### src/design/led_blink_code_sequencer_macros.svh
// Assertion macros shared by the blink-code sequencer RTL.
// Uses the clock i_clk and the active-low reset i_rst_n of the including module.
`ifndef LED_BLINK_CODE_SEQUENCER_MACROS_SVH
`define LED_BLINK_CODE_SEQUENCER_MACROS_SVH
`ifndef SYNTH
// Consequent checked in the same cycle as the antecedent.
`define LBCS_ASSERT_SAME(label, ante, cons) \
    label: assert property (@(posedge i_clk) disable iff (!i_rst_n) (ante) |-> (cons)) \
        else $error("lbcs assertion failed: label");
// Consequent checked in the cycle after the antecedent.
`define LBCS_ASSERT_NEXT(label, ante, cons) \
    label: assert property (@(posedge i_clk) disable iff (!i_rst_n) (ante) |=> (cons)) \
        else $error("lbcs assertion failed: label");
`else
`define LBCS_ASSERT_SAME(label, ante, cons)
`define LBCS_ASSERT_NEXT(label, ante, cons)
`endif
`endif

### src/design/led_bcs_pkg.sv
// Package for the blink-code sequencer: opcodes, phases, register indexes and structs.
// No dependencies; imported by led_bcs_core, led_blink_code_sequencer and the testbench.
`default_nettype none

package led_bcs_pkg;

    localparam int unsigned LEVEL_W = 8;
    localparam int unsigned TICKS_W = 8;

    typedef enum logic [1:0] {
        OP_TICK      = 2'd0,
        OP_START     = 2'd1,
        OP_SET_COLOR = 2'd2
    } t_opcode;

    typedef enum logic [2:0] {
        PH_IDLE     = 3'd0,
        PH_PRE_ON   = 3'd1,
        PH_ON       = 3'd2,
        PH_OFF      = 3'd3,
        PH_POST_OFF = 3'd4
    } t_phase;

    // Configuration register indexes
    localparam logic [1:0] CFG_PRE_ON   = 2'd0;
    localparam logic [1:0] CFG_ON       = 2'd1;
    localparam logic [1:0] CFG_OFF      = 2'd2;
    localparam logic [1:0] CFG_POST_OFF = 2'd3;

    localparam logic [TICKS_W-1:0] PRE_ON_RESET   = 8'd5;
    localparam logic [TICKS_W-1:0] ON_RESET       = 8'd2;
    localparam logic [TICKS_W-1:0] OFF_RESET      = 8'd2;
    localparam logic [TICKS_W-1:0] POST_OFF_RESET = 8'd5;

    typedef struct packed {
        logic [TICKS_W-1:0] pre_on_ticks;
        logic [TICKS_W-1:0] on_ticks;
        logic [TICKS_W-1:0] off_ticks;
        logic [TICKS_W-1:0] post_off_ticks;
    } t_cfg;

    typedef struct packed {
        logic               pixel_write;
        logic [LEVEL_W-1:0] pixel_red;
        logic [LEVEL_W-1:0] pixel_green;
        logic [LEVEL_W-1:0] pixel_blue;
        logic               busy_res;
    } t_result;

endpackage

`default_nettype wire

### src/design/led_bcs_core.sv
// Sequencer state and per-item next-state logic of the blink-code sequencer.
// Depends on led_bcs_pkg.
`default_nettype none

module led_bcs_core
    import led_bcs_pkg::*;
(
    input  wire                 i_clk,
    input  wire                 i_rst_n,
    input  wire                 i_fire,
    input  wire  [1:0]          i_opcode,
    input  wire  [LEVEL_W-1:0]  i_red,
    input  wire  [LEVEL_W-1:0]  i_green,
    input  wire  [LEVEL_W-1:0]  i_blue,
    input  wire  [TICKS_W-1:0]  i_blink_times,
    input  wire  t_cfg          i_cfg,
    output t_result             o_res
);

    t_phase             r_phase,   n_phase;
    logic [TICKS_W-1:0] r_count,   n_count;
    logic [TICKS_W-1:0] r_flashes, n_flashes;
    logic [LEVEL_W-1:0] r_red,     n_red;
    logic [LEVEL_W-1:0] r_green,   n_green;
    logic [LEVEL_W-1:0] r_blue,    n_blue;

    logic [TICKS_W-1:0] count_dec;
    logic [TICKS_W-1:0] flashes_dec;
    logic               color_lit;

    assign count_dec   = r_count - 1'b1;
    assign flashes_dec = (r_flashes != '0) ? r_flashes - 1'b1 : '0;
    assign color_lit   = (r_red != '0) || (r_green != '0) || (r_blue != '0);

    always_comb begin
        n_phase   = r_phase;
        n_count   = r_count;
        n_flashes = r_flashes;
        n_red     = r_red;
        n_green   = r_green;
        n_blue    = r_blue;
        o_res     = '0;

        unique case (i_opcode)
            OP_TICK: begin
                priority if (r_phase == PH_IDLE) begin
                    if (color_lit) begin
                        o_res.pixel_write = 1'b1;
                        o_res.pixel_red   = r_red;
                        o_res.pixel_green = r_green;
                        o_res.pixel_blue  = r_blue;
                    end
                end else if (r_phase == PH_PRE_ON && r_flashes == '0 && r_count == '0) begin
                    // A zero flash count goes straight to the trailing gap.
                    o_res.pixel_write = 1'b1;
                    n_count           = i_cfg.post_off_ticks;
                    n_phase           = PH_POST_OFF;
                end else if (r_count == '0) begin
                    // First tick of a phase loads its length and draws the pixel.
                    o_res.pixel_write = 1'b1;
                    unique case (r_phase)
                        PH_ON: begin
                            n_count           = i_cfg.on_ticks;
                            o_res.pixel_red   = r_red;
                            o_res.pixel_green = r_green;
                            o_res.pixel_blue  = r_blue;
                        end
                        PH_PRE_ON: n_count = i_cfg.pre_on_ticks;
                        PH_OFF:    n_count = i_cfg.off_ticks;
                        default:   n_count = i_cfg.post_off_ticks;
                    endcase
                end else begin
                    n_count = count_dec;
                    if (count_dec == '0) begin
                        unique case (r_phase)
                            PH_PRE_ON: n_phase = PH_ON;
                            PH_ON:     n_phase = PH_OFF;
                            PH_OFF: begin
                                n_flashes = flashes_dec;
                                n_phase   = (flashes_dec != '0) ? PH_ON : PH_POST_OFF;
                            end
                            default:   n_phase = PH_IDLE;
                        endcase
                    end
                end
            end
            OP_START: begin
                // The countdown is left alone, so a running count finishes first.
                n_flashes = i_blink_times;
                n_phase   = PH_PRE_ON;
            end
            OP_SET_COLOR: begin
                n_red   = i_red;
                n_green = i_green;
                n_blue  = i_blue;
            end
            default: begin
            end
        endcase

        o_res.busy_res = (n_phase != PH_IDLE);
    end

    always_ff @(posedge i_clk) begin
        if (!i_rst_n) begin
            r_phase   <= PH_IDLE;
            r_count   <= '0;
            r_flashes <= '0;
            r_red     <= '0;
            r_green   <= '0;
            r_blue    <= '0;
        end else if (i_fire) begin
            r_phase   <= n_phase;
            r_count   <= n_count;
            r_flashes <= n_flashes;
            r_red     <= n_red;
            r_green   <= n_green;
            r_blue    <= n_blue;
        end
    end

endmodule

`default_nettype wire

### src/design/led_blink_code_sequencer.sv
// Top level of the blink-code sequencer: stream ports, configuration registers, result register.
// Depends on led_bcs_pkg, led_bcs_core and led_blink_code_sequencer_macros.svh.
`default_nettype none
`include "led_blink_code_sequencer_macros.svh"

// Blink-code sequencer for one RGB pixel. Each input transfer carries an opcode
// in tuser: a tick advances the sequence, a start loads a flash count and
// (re)enters the dark gap before the first flash, and a set-colour stores the
// steady colour. Every input transfer produces exactly one output transfer,
// which reports whether the pixel is to be written, the level to write and
// whether a sequence is still running. Each phase spends one tick loading its
// length from the configuration registers (the pixel is drawn on that tick)
// and then counts down one per tick; when idle, a tick redraws the steady
// colour if it is not black. One item is taken every clock cycle while the output
// is not stalled: the state update is a single pass of logic from the input port
// into the state and the result register, and the input side stays ready while
// the result register is empty or being drained in the same cycle. Each result is
// registered and valid in the cycle after its item. Configuration writes are always
// taken and should only be made while no results are outstanding.
module led_blink_code_sequencer
    import led_bcs_pkg::*;
(
    input  wire         i_clk,
    input  wire         i_rst_n,

    // Input stream
    input  wire         s_axis_tvalid,
    output logic        s_axis_tready,
    input  wire  [31:0] s_axis_tdata,   // [7:0] red_in, [15:8] green_in, [23:16] blue_in,
                                        // [31:24] blink_times
    input  wire  [1:0]  s_axis_tuser,   // [1:0] opcode

    // Output stream
    output logic        m_axis_tvalid,
    input  wire         m_axis_tready,
    output logic [31:0] m_axis_tdata,   // [7:0] pixel_red, [15:8] pixel_green,
                                        // [23:16] pixel_blue, [24] busy_res, [31:25] zero
    output logic [0:0]  m_axis_tuser,   // [0] pixel_write

    // Configuration write channel
    input  wire         i_cfg_valid,
    output logic        o_cfg_ready,
    input  wire  [1:0]  i_cfg_index,
    input  wire  [7:0]  i_cfg_data
);

    t_cfg    r_cfg;
    t_result core_res;
    t_result r_out;
    logic    r_out_valid;
    logic    in_fire;
    logic    out_fire;

    // Configuration registers: always ready, one register per transfer.
    assign o_cfg_ready = 1'b1;

    always_ff @(posedge i_clk) begin
        if (!i_rst_n) begin
            r_cfg.pre_on_ticks   <= PRE_ON_RESET;
            r_cfg.on_ticks       <= ON_RESET;
            r_cfg.off_ticks      <= OFF_RESET;
            r_cfg.post_off_ticks <= POST_OFF_RESET;
        end else if (i_cfg_valid && o_cfg_ready) begin
            unique case (i_cfg_index)
                CFG_PRE_ON:   r_cfg.pre_on_ticks   <= i_cfg_data;
                CFG_ON:       r_cfg.on_ticks       <= i_cfg_data;
                CFG_OFF:      r_cfg.off_ticks      <= i_cfg_data;
                CFG_POST_OFF: r_cfg.post_off_ticks <= i_cfg_data;
                default: begin
                end
            endcase
        end
    end

    // The input side is open whenever the result register can take a new result.
    assign s_axis_tready = !r_out_valid || m_axis_tready;
    assign in_fire       = s_axis_tvalid && s_axis_tready;
    assign out_fire      = r_out_valid && m_axis_tready;

    led_bcs_core u_core (
        .i_clk         (i_clk),
        .i_rst_n       (i_rst_n),
        .i_fire        (in_fire),
        .i_opcode      (s_axis_tuser),
        .i_red         (s_axis_tdata[7:0]),
        .i_green       (s_axis_tdata[15:8]),
        .i_blue        (s_axis_tdata[23:16]),
        .i_blink_times (s_axis_tdata[31:24]),
        .i_cfg         (r_cfg),
        .o_res         (core_res)
    );

    // Result register.
    always_ff @(posedge i_clk) begin
        if (!i_rst_n) begin
            r_out_valid <= 1'b0;
        end else if (in_fire) begin
            r_out_valid <= 1'b1;
        end else if (out_fire) begin
            r_out_valid <= 1'b0;
        end
    end

    always_ff @(posedge i_clk) begin
        if (in_fire) begin
            r_out <= core_res;
        end
    end

    assign m_axis_tvalid = r_out_valid;
    assign m_axis_tuser  = r_out.pixel_write;
    assign m_axis_tdata  = {7'd0, r_out.busy_res, r_out.pixel_blue,
                            r_out.pixel_green, r_out.pixel_red};

    // A held result blocks the input side until it is taken.
    `LBCS_ASSERT_SAME(a_hold_blocks_input, r_out_valid && !m_axis_tready, !s_axis_tready)
    // Every accepted item leaves a result in the register on the next cycle.
    `LBCS_ASSERT_NEXT(a_result_follows, in_fire, r_out_valid)
    // A start always leaves a sequence running.
    `LBCS_ASSERT_NEXT(a_start_busy, in_fire && s_axis_tuser == OP_START, r_out.busy_res)
    // Outside a sequence the pixel is only ever written with a lit colour.
    `LBCS_ASSERT_SAME(a_idle_write_lit,
        r_out_valid && r_out.pixel_write && !r_out.busy_res,
        r_out.pixel_red != '0 || r_out.pixel_green != '0 || r_out.pixel_blue != '0)

endmodule

`default_nettype wire

### config.mk
export PLATFORM = sky130hd
export DESIGN_NAME = led_blink_code_sequencer
export DESIGN_NICKNAME = d
export VERILOG_FILES = /design/src/design/led_bcs_pkg.sv /design/src/design/led_bcs_core.sv /design/src/design/led_blink_code_sequencer.sv
export VERILOG_INCLUDE_DIRS = /design/src /design/src/design
export SDC_FILE = /design/constraint.sdc
export NUM_CORES = 1
export LEC_CHECK = 0
export ABC_AREA = 1
export BUFFER_PORTS_ARGS = -buffer_cell sky130_fd_sc_hd__clkbuf_2
export CORE_ASPECT_RATIO = 2
export CORE_MARGIN = 4
export CORE_UTILIZATION = 56
export DETAILED_ROUTE_END_ITERATION = 10
export HOLD_SLACK_MARGIN = 0.12
export PLACE_DENSITY = 0.8
export REMOVE_ABC_BUFFERS = 1
export SLEW_MARGIN = 40
export SYNTH_ARGS = -nofsm -noshare
export SYNTH_HDL_FRONTEND = slang
export SYNTH_HIERARCHICAL = 1
export SYNTH_SLANG_ARGS = --single-unit
### constraint.sdc
create_clock -name i_clk -period 5.63 [get_ports i_clk]
set_input_delay 0.563 -clock i_clk [delete_from_list [all_inputs] [get_ports i_clk]]
set_output_delay 0.563 -clock i_clk [all_outputs]
set_load 0.02 [all_outputs]
==> results of run 1 <==
==> area by class of cell <==
class                      count  area share
inverter                      91      0.0596
clock buffer                   9      0.0387
multi-input combinational    469       0.401
timing repair buffer          79      0.0693
sequential                   102       0.396
tap                          102      0.0219
clock inverter                 7      0.0136
==> cells by family after synthesis <==
logic type,count (synthesis),synth area share
fa+ha+maj,3,0.00729
other cells,2,0.00146
simple gates,347,0.317
flops,102,0.447
buf+inv,124,0.106
compound gates,109,0.118
xor+xnor,2,0.00340
==> per-layer routing <==
| layer | vias up | global-route usage | part of all wire |
|---|---|---|---|
| met5 | - | 0 | 0 |
| met4 | 0 | 0.116 | 0.034 |
| met2 | 167 | 0.418 | 0.55 |
| met3 | 40 | 0.0427 | 0.055 |
| met1 | 2162 | 0.235 | 0.36 |
| li1 | 2342 | - | - |
==> worst paths after layout <==
kind | start | to | slack [ns] | cells after the start
worst min-delay path | i_cfg_data[2] | r_cfg[2]$_SDFFE_PN1P_ | 0.47 | 3
worst max-delay path | u_core/r_count[0]$_SDFFE_PN0P_ | m_axis_tdata[24]$_DFFE_PP_ | 3.19 | 11
worst max register to register | u_core/r_count[0]$_SDFFE_PN0P_ | m_axis_tdata[24]$_DFFE_PP_ | 3.19 | 11
worst min register to register | r_cfg[26]$_SDFFE_PN1P_ | r_cfg[26]$_SDFFE_PN1P_ | 0.47 | 2
==> through the flow <==
step / util / instances
CTS: 0.645 / 859
finish: 0.645 / 859
floorplan: - / 662
detailed placement: 0.611 / 843
global route: 0.645 / 859
global placement: 0.611 / 843
==> cell usage after synthesis (9+ instances only) <==
| cell type | number | area share |
|---|---|---|
| nand3_1 | 34 | 0.033 |
| o21ai_0 | 42 | 0.041 |
| clkbuf_1 | 12 | 0.0088 |
| edfxtp_1 | 26 | 0.15 |
| nor3_2 | 15 | 0.029 |
| nand4_1 | 10 | 0.012 |
| dfxtp_1 | 76 | 0.30 |
| nor2_1 | 97 | 0.071 |
| nand2_1 | 153 | 0.11 |
| a21oi_1 | 40 | 0.039 |
| buf_4 | 9 | 0.013 |
| inv_1 | 83 | 0.061 |
==> report_power, final <==
part | leakage, nW | internal [W] | switching [W] | total [W]
clock | 0.148 | 0.000315 | 0.000298 | 0.000613
sequential | 0.885 | 0.000789 | 0.0000241 | 0.000813
combinational | 1.63 | 0.0000960 | 0.000212 | 0.000308
==> state kept, by name (all words and copies together) (netlist names) <==
name              flops
u_core/r_red          8
u_core/r_flashes      8
m_axis_tuser          1
m_axis_tdata         25
u_core/r_green        8
u_core/r_blue         8
m_axis_tvalid         1
u_core/r_phase        3
u_core/r_count        8
r_cfg                32
==> worst max-delay path: cells and delay by family, from the launching register on <==
| family | cells | cell delay (ns) |
|---|---|---|
| flops | 1 | 0.33 |
| compound gates | 1 | 0.13 |
| fa+ha+maj | 1 | 0.25 |
| buf+inv | 2 | 0.45 |
| simple gates | 7 | 1.04 |
==> metrics.cfg, run 1 <==
[cells_and_area]
final_common_cell=nand2_1
drive_gt1_frac=0.193
seq_area_um2=2300
layout_common_cells=nand2_1 (153), nor2_1 (95), inv_1 (82)
areaGrowthSynthToFinish_pct=13.0
nets=804
multiInputGateArea_um2=2330
finalInstanceArea_um2=5820
n_antenna_cell=0
fill_cells=758

[sta]
finalHoldViolCount=0
tightest_slew_ns=0.637
whs_ns=0.467
drv_slew=0
fin_crit_sh=0.433
fmax_mhz=410
finClkSkew_ns=0.00623
min_period_ns=2.44
setup_violations=0
fin_tns_setup_ns=0
rsz0062_at_grt=no
maxSlewHeadroom=0.574
setup_slack_ns=3.19

[clock_network]
cts_root_buf=clkbuf_16
cts.sinks=102
htreeDepth=3
clk_path_buf_depth=2
clk_latency_ns=0.35
cts_buffers=9
post_cts_buffers=0
cts_tree=yes
path_clk_slew_ns=0.07
postCtsHoldBufs=0
cts-resized-gates=0

[min_path]
hp-class=input port to flip-flop

[worst_setup_path]
end_kind=flip-flop
cp-start-kind=flip-flop
worstPathCellList=inv_1, ha_1, nand4_1, nor2_2, inv_1, nor2_8, nor2_2, o211ai_1, nand3_1, nor2_1, nand2_1
critical_path_class=flip-flop to flip-flop
crit_required_ns=5.73
cp.arrival_ns=2.54
slowest_stage=dfxtp_1
slowest_delay_ns=0.33
path_max_fanout=12

[placement]
numPortBuffers=76
dp_hpwl_mm=8.65
gp_congestion=1.00
placed_area_um2=5510
pre_cts_ws_ns=3.07

[pwr]
power.density_nw_per_um2=298
p_leak_nw=2.67
power_w=0.00174
ir_drop_mv=0.214

[logic_synthesis]
synth_seq_cells=102
yosysWarnings=6
synth_seq_area_share=0.447
synth-edff-count=26
ys_types=43
synth.avg_cell_area_um2=7.47
async_flop_share=0
synth_area_um2=5150
syn-instance-count=689
synth_ff_type=dfxtp_1

[route]
ant_nets=0
drt_first_pass_iters=5
drc=0
viasPerCell=5.48
drtIter0Drc=301
avgRoutedWirePerCell_um=14.0
drt-total-wl_mm=12.1
vias=4711

[global_route]
overflow=0
gr-usage-all-layers=0.229
grt_pass1_vias=4453
grt_max_degree=46
grt_pass1_wl_mm=19.4
antenna_found_initial=0

[die]
rows=49
dieArea_um2=10900
pin_count=85
coreArea_um2=9010
start_util=0.571
die_h_um=144
die-width_um=75.8

[status]
outcome=complete, no violations

[flow_run]
cap_violations=0

Power figures use the tool's default switching activity.
==> run 2: changes to the inputs <==
--- a/config.mk
+++ b/config.mk
@@ -6,14 +6,14 @@
 export SDC_FILE = /design/constraint.sdc
 export NUM_CORES = 1
 export LEC_CHECK = 0
-export ABC_AREA = 1
+export ABC_AREA = 0
 export BUFFER_PORTS_ARGS = -buffer_cell sky130_fd_sc_hd__clkbuf_2
 export CORE_ASPECT_RATIO = 2
 export CORE_MARGIN = 4
-export CORE_UTILIZATION = 56
+export CORE_UTILIZATION = 51
 export DETAILED_ROUTE_END_ITERATION = 10
 export HOLD_SLACK_MARGIN = 0.12
-export PLACE_DENSITY = 0.8
+export PLACE_DENSITY = 0.77
 export REMOVE_ABC_BUFFERS = 1
 export SLEW_MARGIN = 40
 export SYNTH_ARGS = -nofsm -noshare
==> constraint.sdc (replaced) <==
create_clock -name i_clk -period 2.1 [get_ports i_clk]
set_input_delay 0.21 -clock i_clk [delete_from_list [all_inputs] [get_ports i_clk]]
set_output_delay 0.21 -clock i_clk [all_outputs]
set_load 0.02 [all_outputs]
==> run 2 against run 1 <==
The flow now finishes with violations (negative setup slack). Worst hold slack lost 0.32 ns. Flip-flop and latch count is the same. Cell area grew 14%. Die area grew 4.9%. Global-route usage grew 1.7 points.
==> metrics.cfg, run 2 <==
[status]
outcome=finished with violations
violations=negative setup slack

[sta]
setup_slack_ns=-0.142  ; -3.33 ns
tightest_slew_ns=0.682  ; +0.0450 ns
fmax_mhz=446  ; +8.9%
finClkSkew_ns=0.0131  ; +0.00686 ns
setup_violations=10  ; +10
rsz0062_at_grt=yes
finalHoldViolCount=0  ; unchanged
fin_crit_sh=1.07  ; +0.634
fin_tns_setup_ns=-0.524  ; -0.524 ns
drv_slew=0  ; unchanged
maxSlewHeadroom=0.544  ; -0.0305
whs_ns=0.148  ; -0.318 ns
min_period_ns=2.24  ; -0.198 ns

[cells_and_area]
fill_cells=725  ; -4.4%
final_common_cell=nand2_1
nets=743  ; -7.6%
seq_area_um2=2310  ; +0.33%
largest_reg_flops=32  ; unchanged
multiInputGateArea_um2=2660  ; +14%
n_antenna_cell=0  ; unchanged
layout_common_cells=nand2_1 (107), clkbuf_2 (76), dfxtp_1 (70)
areaGrowthSynthToFinish_pct=34.0
drive_gt1_frac=0.307  ; +0.115
regMostFlops=r_cfg

[route]
drc=0  ; unchanged
vias=4658  ; -1.1%
viasPerCell=5.82  ; +6.2%
drtIter0Drc=301  ; unchanged
drt-total-wl_mm=14.2  ; +18%
drt_first_pass_iters=5  ; unchanged
avgRoutedWirePerCell_um=17.8  ; +27%
ant_nets=0  ; unchanged

[die]
die-width_um=77.6  ; +2.3%
dieArea_um2=11400  ; +4.9%
die_h_um=147  ; +2.5%
coreArea_um2=9380  ; +4.1%
rows=50  ; +2.0%
pin_count=85  ; unchanged
start_util=0.526  ; -0.0451

[worst_setup_path]
cp-start-kind=flip-flop
path_max_fanout=5  ; -7
crit_required_ns=2.37  ; -3.36 ns
critical_path_class=flip-flop to flip-flop
end_kind=flip-flop
slowest_stage=or4b_1
worstPathCellList=inv_2, ha_4, or4b_4, buf_6, or4b_1, a31oi_1, nand3_1, a21oi_2
slowest_delay_ns=0.51  ; +0.18 ns
cp.arrival_ns=2.51  ; -0.03 ns

[logic_synthesis]
synth_area_um2=4930  ; -4.1%
synthMuxAreaShare=0.0854  ; +0.0854
synth_ff_type=dfxtp_1
ys_top_cells_by_area=dfxtp_1 (31%), edfxtp_1 (16%), mux2i_1 (8.3%)
synthAdderAreaFrac=0.00761  ; +0.000313
yosysMostFrequentCell=nand2_1
synth_top_area_cell=dfxtp_1
synth_seq_area_share=0.467  ; +0.0192
synth_compound_area_frac=0.140  ; +0.0218
synth-xor-area-share=0.00710  ; +0.00370
syn-instance-count=549  ; -20%
synth_common_cells=nand2_1 (107), dfxtp_1 (76), a21oi_1 (44), mux2i_1 (41)
synth_top_family_by_area=simple AND/OR/NAND/NOR gates
yosysWarnings=6  ; unchanged
ys_types=63  ; +47%
async_flop_share=0  ; unchanged
synth_seq_cells=102  ; unchanged
synth_top_cell_area_share=0.308  ; +0.0127
synth-edff-count=26  ; unchanged
synth.avg_cell_area_um2=8.99  ; +20%
synthSimpleGateAreaFrac=0.242  ; -0.0754

[flow_run]
cap_violations=0  ; unchanged

[placement]
numPortBuffers=76  ; unchanged
gp_congestion=0.935  ; -6.9%
dp_hpwl_mm=10.0  ; +16%

[clock_network]
cts_tree=yes
htreeDepth=3  ; unchanged
clk_latency_ns=0.35  ; about the same
clk_path_buf_depth=2  ; unchanged
cts_buffers=9  ; unchanged
path_clk_slew_ns=0.07  ; about the same
cts.sinks=102  ; unchanged
cts_root_buf=clkbuf_16

[global_route]
grt_pass1_wl_mm=22.0  ; +13%
antenna_found_initial=0  ; unchanged
grt_max_degree=57  ; +24%
gr-usage-all-layers=0.246  ; +0.0169
overflow=0  ; unchanged
grt_pass1_vias=4673  ; +4.9%

[pwr]
power.density_nw_per_um2=697  ; +130%
p_leak_nw=2.71  ; +1.7%
ir_drop_mv=0.554  ; +160%

[min_path]
hp-class=input port to flip-flop

==> run 2: cell count changes in the layout (fill, tap and decap cells not counted), moves of 28 or more <==
cell,delta
inv_1,-78
nand2_1,-46
o21ai_0,-28
mux2i_1,+41
nor2_1,-83
buf_4,+53
==> run 2: worst max-delay path: cells and delay by family, from the launching register on <==
family	cells	cell delay [ns]
AO/OA/AOI/OAI	2	0.36
adder cells (fa/ha/maj)	1	0.13
buffers and inverters	2	0.21
flip-flops	1	0.33
AND/OR/NAND/NOR	3	1.14
==> run 2: through the flow <==
stage | total power (W) | instances | instance area (um2) | worst slack [ns] | util
floorplan | 0.00249 | 514 | 4740 | -0.544 | -
global placement | 0.00274 | 751 | 5690 | -0.167 | 0.606
detailed placement | 0.00275 | 751 | 5690 | -0.255 | 0.606
CTS | 0.00456 | 796 | 6400 | -0.107 | 0.682
global route | 0.00478 | 800 | 6610 | -0.201 | 0.705
finish | 0.00461 | 800 | 6610 | -0.142 | 0.705
==> run 2: kinds of logic after synthesis <==
| logic type | Yosys count |
|---|---|
| AOI/OAI and AO/OA | 108 |
| xor gates and xnor gates | 4 |
| adders and majority gates | 3 |
| buffers and inverters | 50 |
| DFF | 102 |
| muxes | 42 |
| other | 2 |
| and+or+nand+nor | 238 |
==> run 2: report_power, final <==
part / switching (W) / internal [W] / total, W
Clock: 0.000808 / 0.000969 / 0.00178
Sequential: 0.0000403 / 0.00209 / 0.00213
Combinational: 0.000402 / 0.000308 / 0.000710
Total: 0.00125 / 0.00336 / 0.00461
==> run 2: layout make-up <==
type / count / area share
Clock buffer: 9 / 0.0341
Clock inverter: 7 / 0.0148
Inverter: 9 / 0.00530
Multi-Input combinational cell: 403 / 0.403
Sequential cell: 102 / 0.349
Tap cell: 104 / 0.0197
Timing Repair Buffer: 166 / 0.174
==> run 2: metal layers <==
| layer | wire length [um] | GRT usage | up-vias |
|---|---|---|---|
| met5 | 0 | 0 | - |
| met4 | 702 | 0.138 | 0 |
| met3 | 670 | 0.0368 | 58 |
| met2 | 8120 | 0.484 | 178 |
| met1 | 4750 | 0.231 | 2209 |
| li1 | - | - | 2213 |
==> run 2: what timing repair did <==
item                       CTS  global route
resized for setup           22            45
setup buffers                5             4
pin swaps                   18            32
hold buffers                25             0
setup endpoints to repair   19            20
hold endpoints to repair    25             0
==> run 2: worst paths after layout <==
check,startpoint,end,slack (ns),depth (start not counted)
max,u_core/r_flashes[1]$_SDFFE_PN0P_,u_core/r_flashes[6]$_SDFFE_PN0P_,-0.14,8
min,i_cfg_data[2],r_cfg[18]$_SDFFE_PN0P_,0.15,3
max reg2reg,u_core/r_flashes[1]$_SDFFE_PN0P_,u_core/r_flashes[6]$_SDFFE_PN0P_,-0.14,8
min reg2reg,r_cfg[29]$_SDFFE_PN0P_,r_cfg[29]$_SDFFE_PN0P_,0.46,2
==> run 3: changes to the inputs <==
--- a/config.mk
+++ b/config.mk
@@ -10,10 +10,11 @@
 export BUFFER_PORTS_ARGS = -buffer_cell sky130_fd_sc_hd__clkbuf_2
 export CORE_ASPECT_RATIO = 2
 export CORE_MARGIN = 4
-export CORE_UTILIZATION = 51
+export CORE_UTILIZATION = 53
+export CTS_BUF_LIST = sky130_fd_sc_hd__clkbuf_8
 export DETAILED_ROUTE_END_ITERATION = 10
 export HOLD_SLACK_MARGIN = 0.12
-export PLACE_DENSITY = 0.77
+export PLACE_DENSITY = 0.8
 export REMOVE_ABC_BUFFERS = 1
 export SLEW_MARGIN = 40
 export SYNTH_ARGS = -nofsm -noshare
==> run 3 against run 2 <==
The run still ends with negative setup slack left. Worst hold slack lost 0.012 ns. Clock skew is 0.0015 ns higher. Largest cell class unchanged. First-iteration DRC count down 14%. Non-clock buffer count is 7 lower.
==> metrics.cfg, run 3 (synthesized netlist as in run 2, its figures left out) <==
[cells_and_area]
nets=737  ; -0.81%
final_common_cell=nand2_1
areaGrowthSynthToFinish_pct=30.8
drive_gt1_frac=0.288  ; -0.0191
regMostFlops=r_cfg
final_util=0.711  ; +0.00645
fill_cells=688  ; -5.1%
largest_reg_flops=32  ; unchanged
layout_common_cells=nand2_1 (107), clkbuf_2 (76), dfxtp_1 (71)
n_antenna_cell=0  ; unchanged

[die]
die_h_um=144  ; -1.8%
pin_count=85  ; unchanged
rows=49  ; -2.0%
coreArea_um2=9070  ; -3.3%
start_util=0.544  ; +0.0180
dieArea_um2=11000  ; -3.5%
die-width_um=76.2  ; -1.7%

[sta]
rsz0062_at_grt=yes
fmax_mhz=456  ; +2.2%
drv_slew=0  ; unchanged
setup_violations=13  ; +3
maxSlewHeadroom=0.530  ; -0.0141
fin_crit_sh=1.04  ; -0.0232
tightest_slew_ns=0.702  ; +0.0195 ns
finClkSkew_ns=0.0146  ; +0.00152 ns
finalHoldViolCount=0  ; unchanged
setup_slack_ns=-0.0929  ; +0.0487 ns
min_period_ns=2.19  ; -0.0487 ns

[route]
drt_first_pass_iters=5  ; unchanged
vias=4539  ; -2.6%
drt-total-wl_mm=13.1  ; -7.9%
drc=0  ; unchanged
avgRoutedWirePerCell_um=16.6  ; -7.0%
ant_nets=0  ; unchanged
viasPerCell=5.73  ; -1.6%
drtIter0Drc=260  ; -14%

[global_route]
grt_pass1_wl_mm=20.6  ; -6.5%
gr-usage-all-layers=0.234  ; -0.0113
overflow=0  ; unchanged
antenna_found_initial=0  ; unchanged
grt_pass1_vias=4469  ; -4.4%
grt_max_degree=57  ; unchanged

[clock_network]
cts.sinks=102  ; unchanged
clk_path_buf_depth=2  ; unchanged
cts_buffers=9  ; unchanged
htreeDepth=3  ; unchanged
cts_root_buf=clkbuf_8
path_clk_slew_ns=0.10  ; +0.03 ns
clk_latency_ns=0.38  ; +0.03 ns
cts_tree=yes

[worst_setup_path]
crit_required_ns=2.37  ; about the same
critical_path_class=flip-flop to flip-flop
end_kind=flip-flop
cp-start-kind=flip-flop
path_max_fanout=5  ; unchanged
cp.arrival_ns=2.46  ; -0.05 ns

[pwr]
p_leak_nw=2.63  ; -3.1%
power.density_nw_per_um2=617  ; -12%
power_w=0.00398  ; -14%
ir_drop_mv=0.545  ; -1.5%

[placement]
dp_hpwl_mm=9.13  ; -8.9%
numPortBuffers=76  ; unchanged
gp_congestion=0.901  ; -3.6%

[status]
outcome=finished with violations
violations=negative setup slack

[flow_run]
cap_violations=0  ; unchanged

[min_path]
hp-class=input port to flip-flop

run 3: cell count changes in the layout (fill, tap and decap cells not counted), sizes merged:
cell	previous run	this run
clkinv	2	3
dlygate4sd3	25	29
inv	13	11
bufinv	1	0
clkbuf	85	86
buf	65	54
a211oi	6	7
clkinvlp	0	1
run 3: through the flow:
step | setup slack, ns | instance area [um2] | setup TNS [ns] | cells | hold WS (ns)
floorplan | -0.544 | 4740 | -21.45 | 514 | 0.346
finish | -0.0929 | 6450 | -0.703 | 792 | 0.136
global route | -0.191 | 6450 | -2.14 | 792 | 0.154
global placement | -0.199 | 5620 | -1.60 | 741 | 0.438
CTS | -0.0817 | 6270 | -0.378 | 789 | 0.120
detailed placement | -0.332 | 5630 | -2.40 | 741 | 0.439
run 3: cell type report:
cell class | count | area, um2 | share of cell area
clock inverter | 6 | 46.3 | 0.00717
timing repair buffer | 159 | 1100 | 0.170
sequential | 102 | 2310 | 0.358
multi-input combinational | 404 | 2700 | 0.418
clock buffer | 10 | 138 | 0.0213
inverter | 9 | 36.3 | 0.00562
tap | 102 | 128 | 0.0198
run 3: layer usage:
metal	vias to the layer above	wire, um	track usage
met3	40	580	0.0380
met5	-	0	0
met4	0	521	0.130
li1	2200	-	-
met1	2155	4590	0.229
met2	144	7430	0.461
run 3: final timing paths:
check,from,endpoint,slack [ns],cells after the start
setup / recovery,u_core/r_count[7]$_SDFFE_PN0P_,u_core/r_flashes[1]$_SDFFE_PN0P_,-0.09,6
hold / removal,i_cfg_data[3],r_cfg[3]$_SDFFE_PN0P_,0.14,3
setup reg to reg,u_core/r_count[7]$_SDFFE_PN0P_,u_core/r_flashes[1]$_SDFFE_PN0P_,-0.09,6
hold reg to reg,r_cfg[15]$_SDFFE_PN0P_,r_cfg[15]$_SDFFE_PN0P_,0.46,2
run 3: worst max-delay path: stages (launching register included):
cell     delay [ns]
dfxtp_1        0.40
nor3_1         0.33
and3_1         0.24
nor2_1         0.10
o31ai_2        0.60
nor2_4         0.14
o221a_1        0.27
run 3: power by group:
part           leakage (nW)  switching (W)  internal, W
logic                  1.65       0.000398     0.000299
clock network        0.0947       0.000690     0.000472
registers             0.884      0.0000383      0.00208
run 3: repair_timing:
item / 4_1_cts / 5_1_grt
pin swaps: 14 / 19
hold endpoints to repair: 33 / 0
buffers inserted: 3 / 3
gates resized for setup: 30 / 34
hold buffers: 29 / 0
endpoints found under the setup margin: 18 / 24
gates cloned: 0 / 1
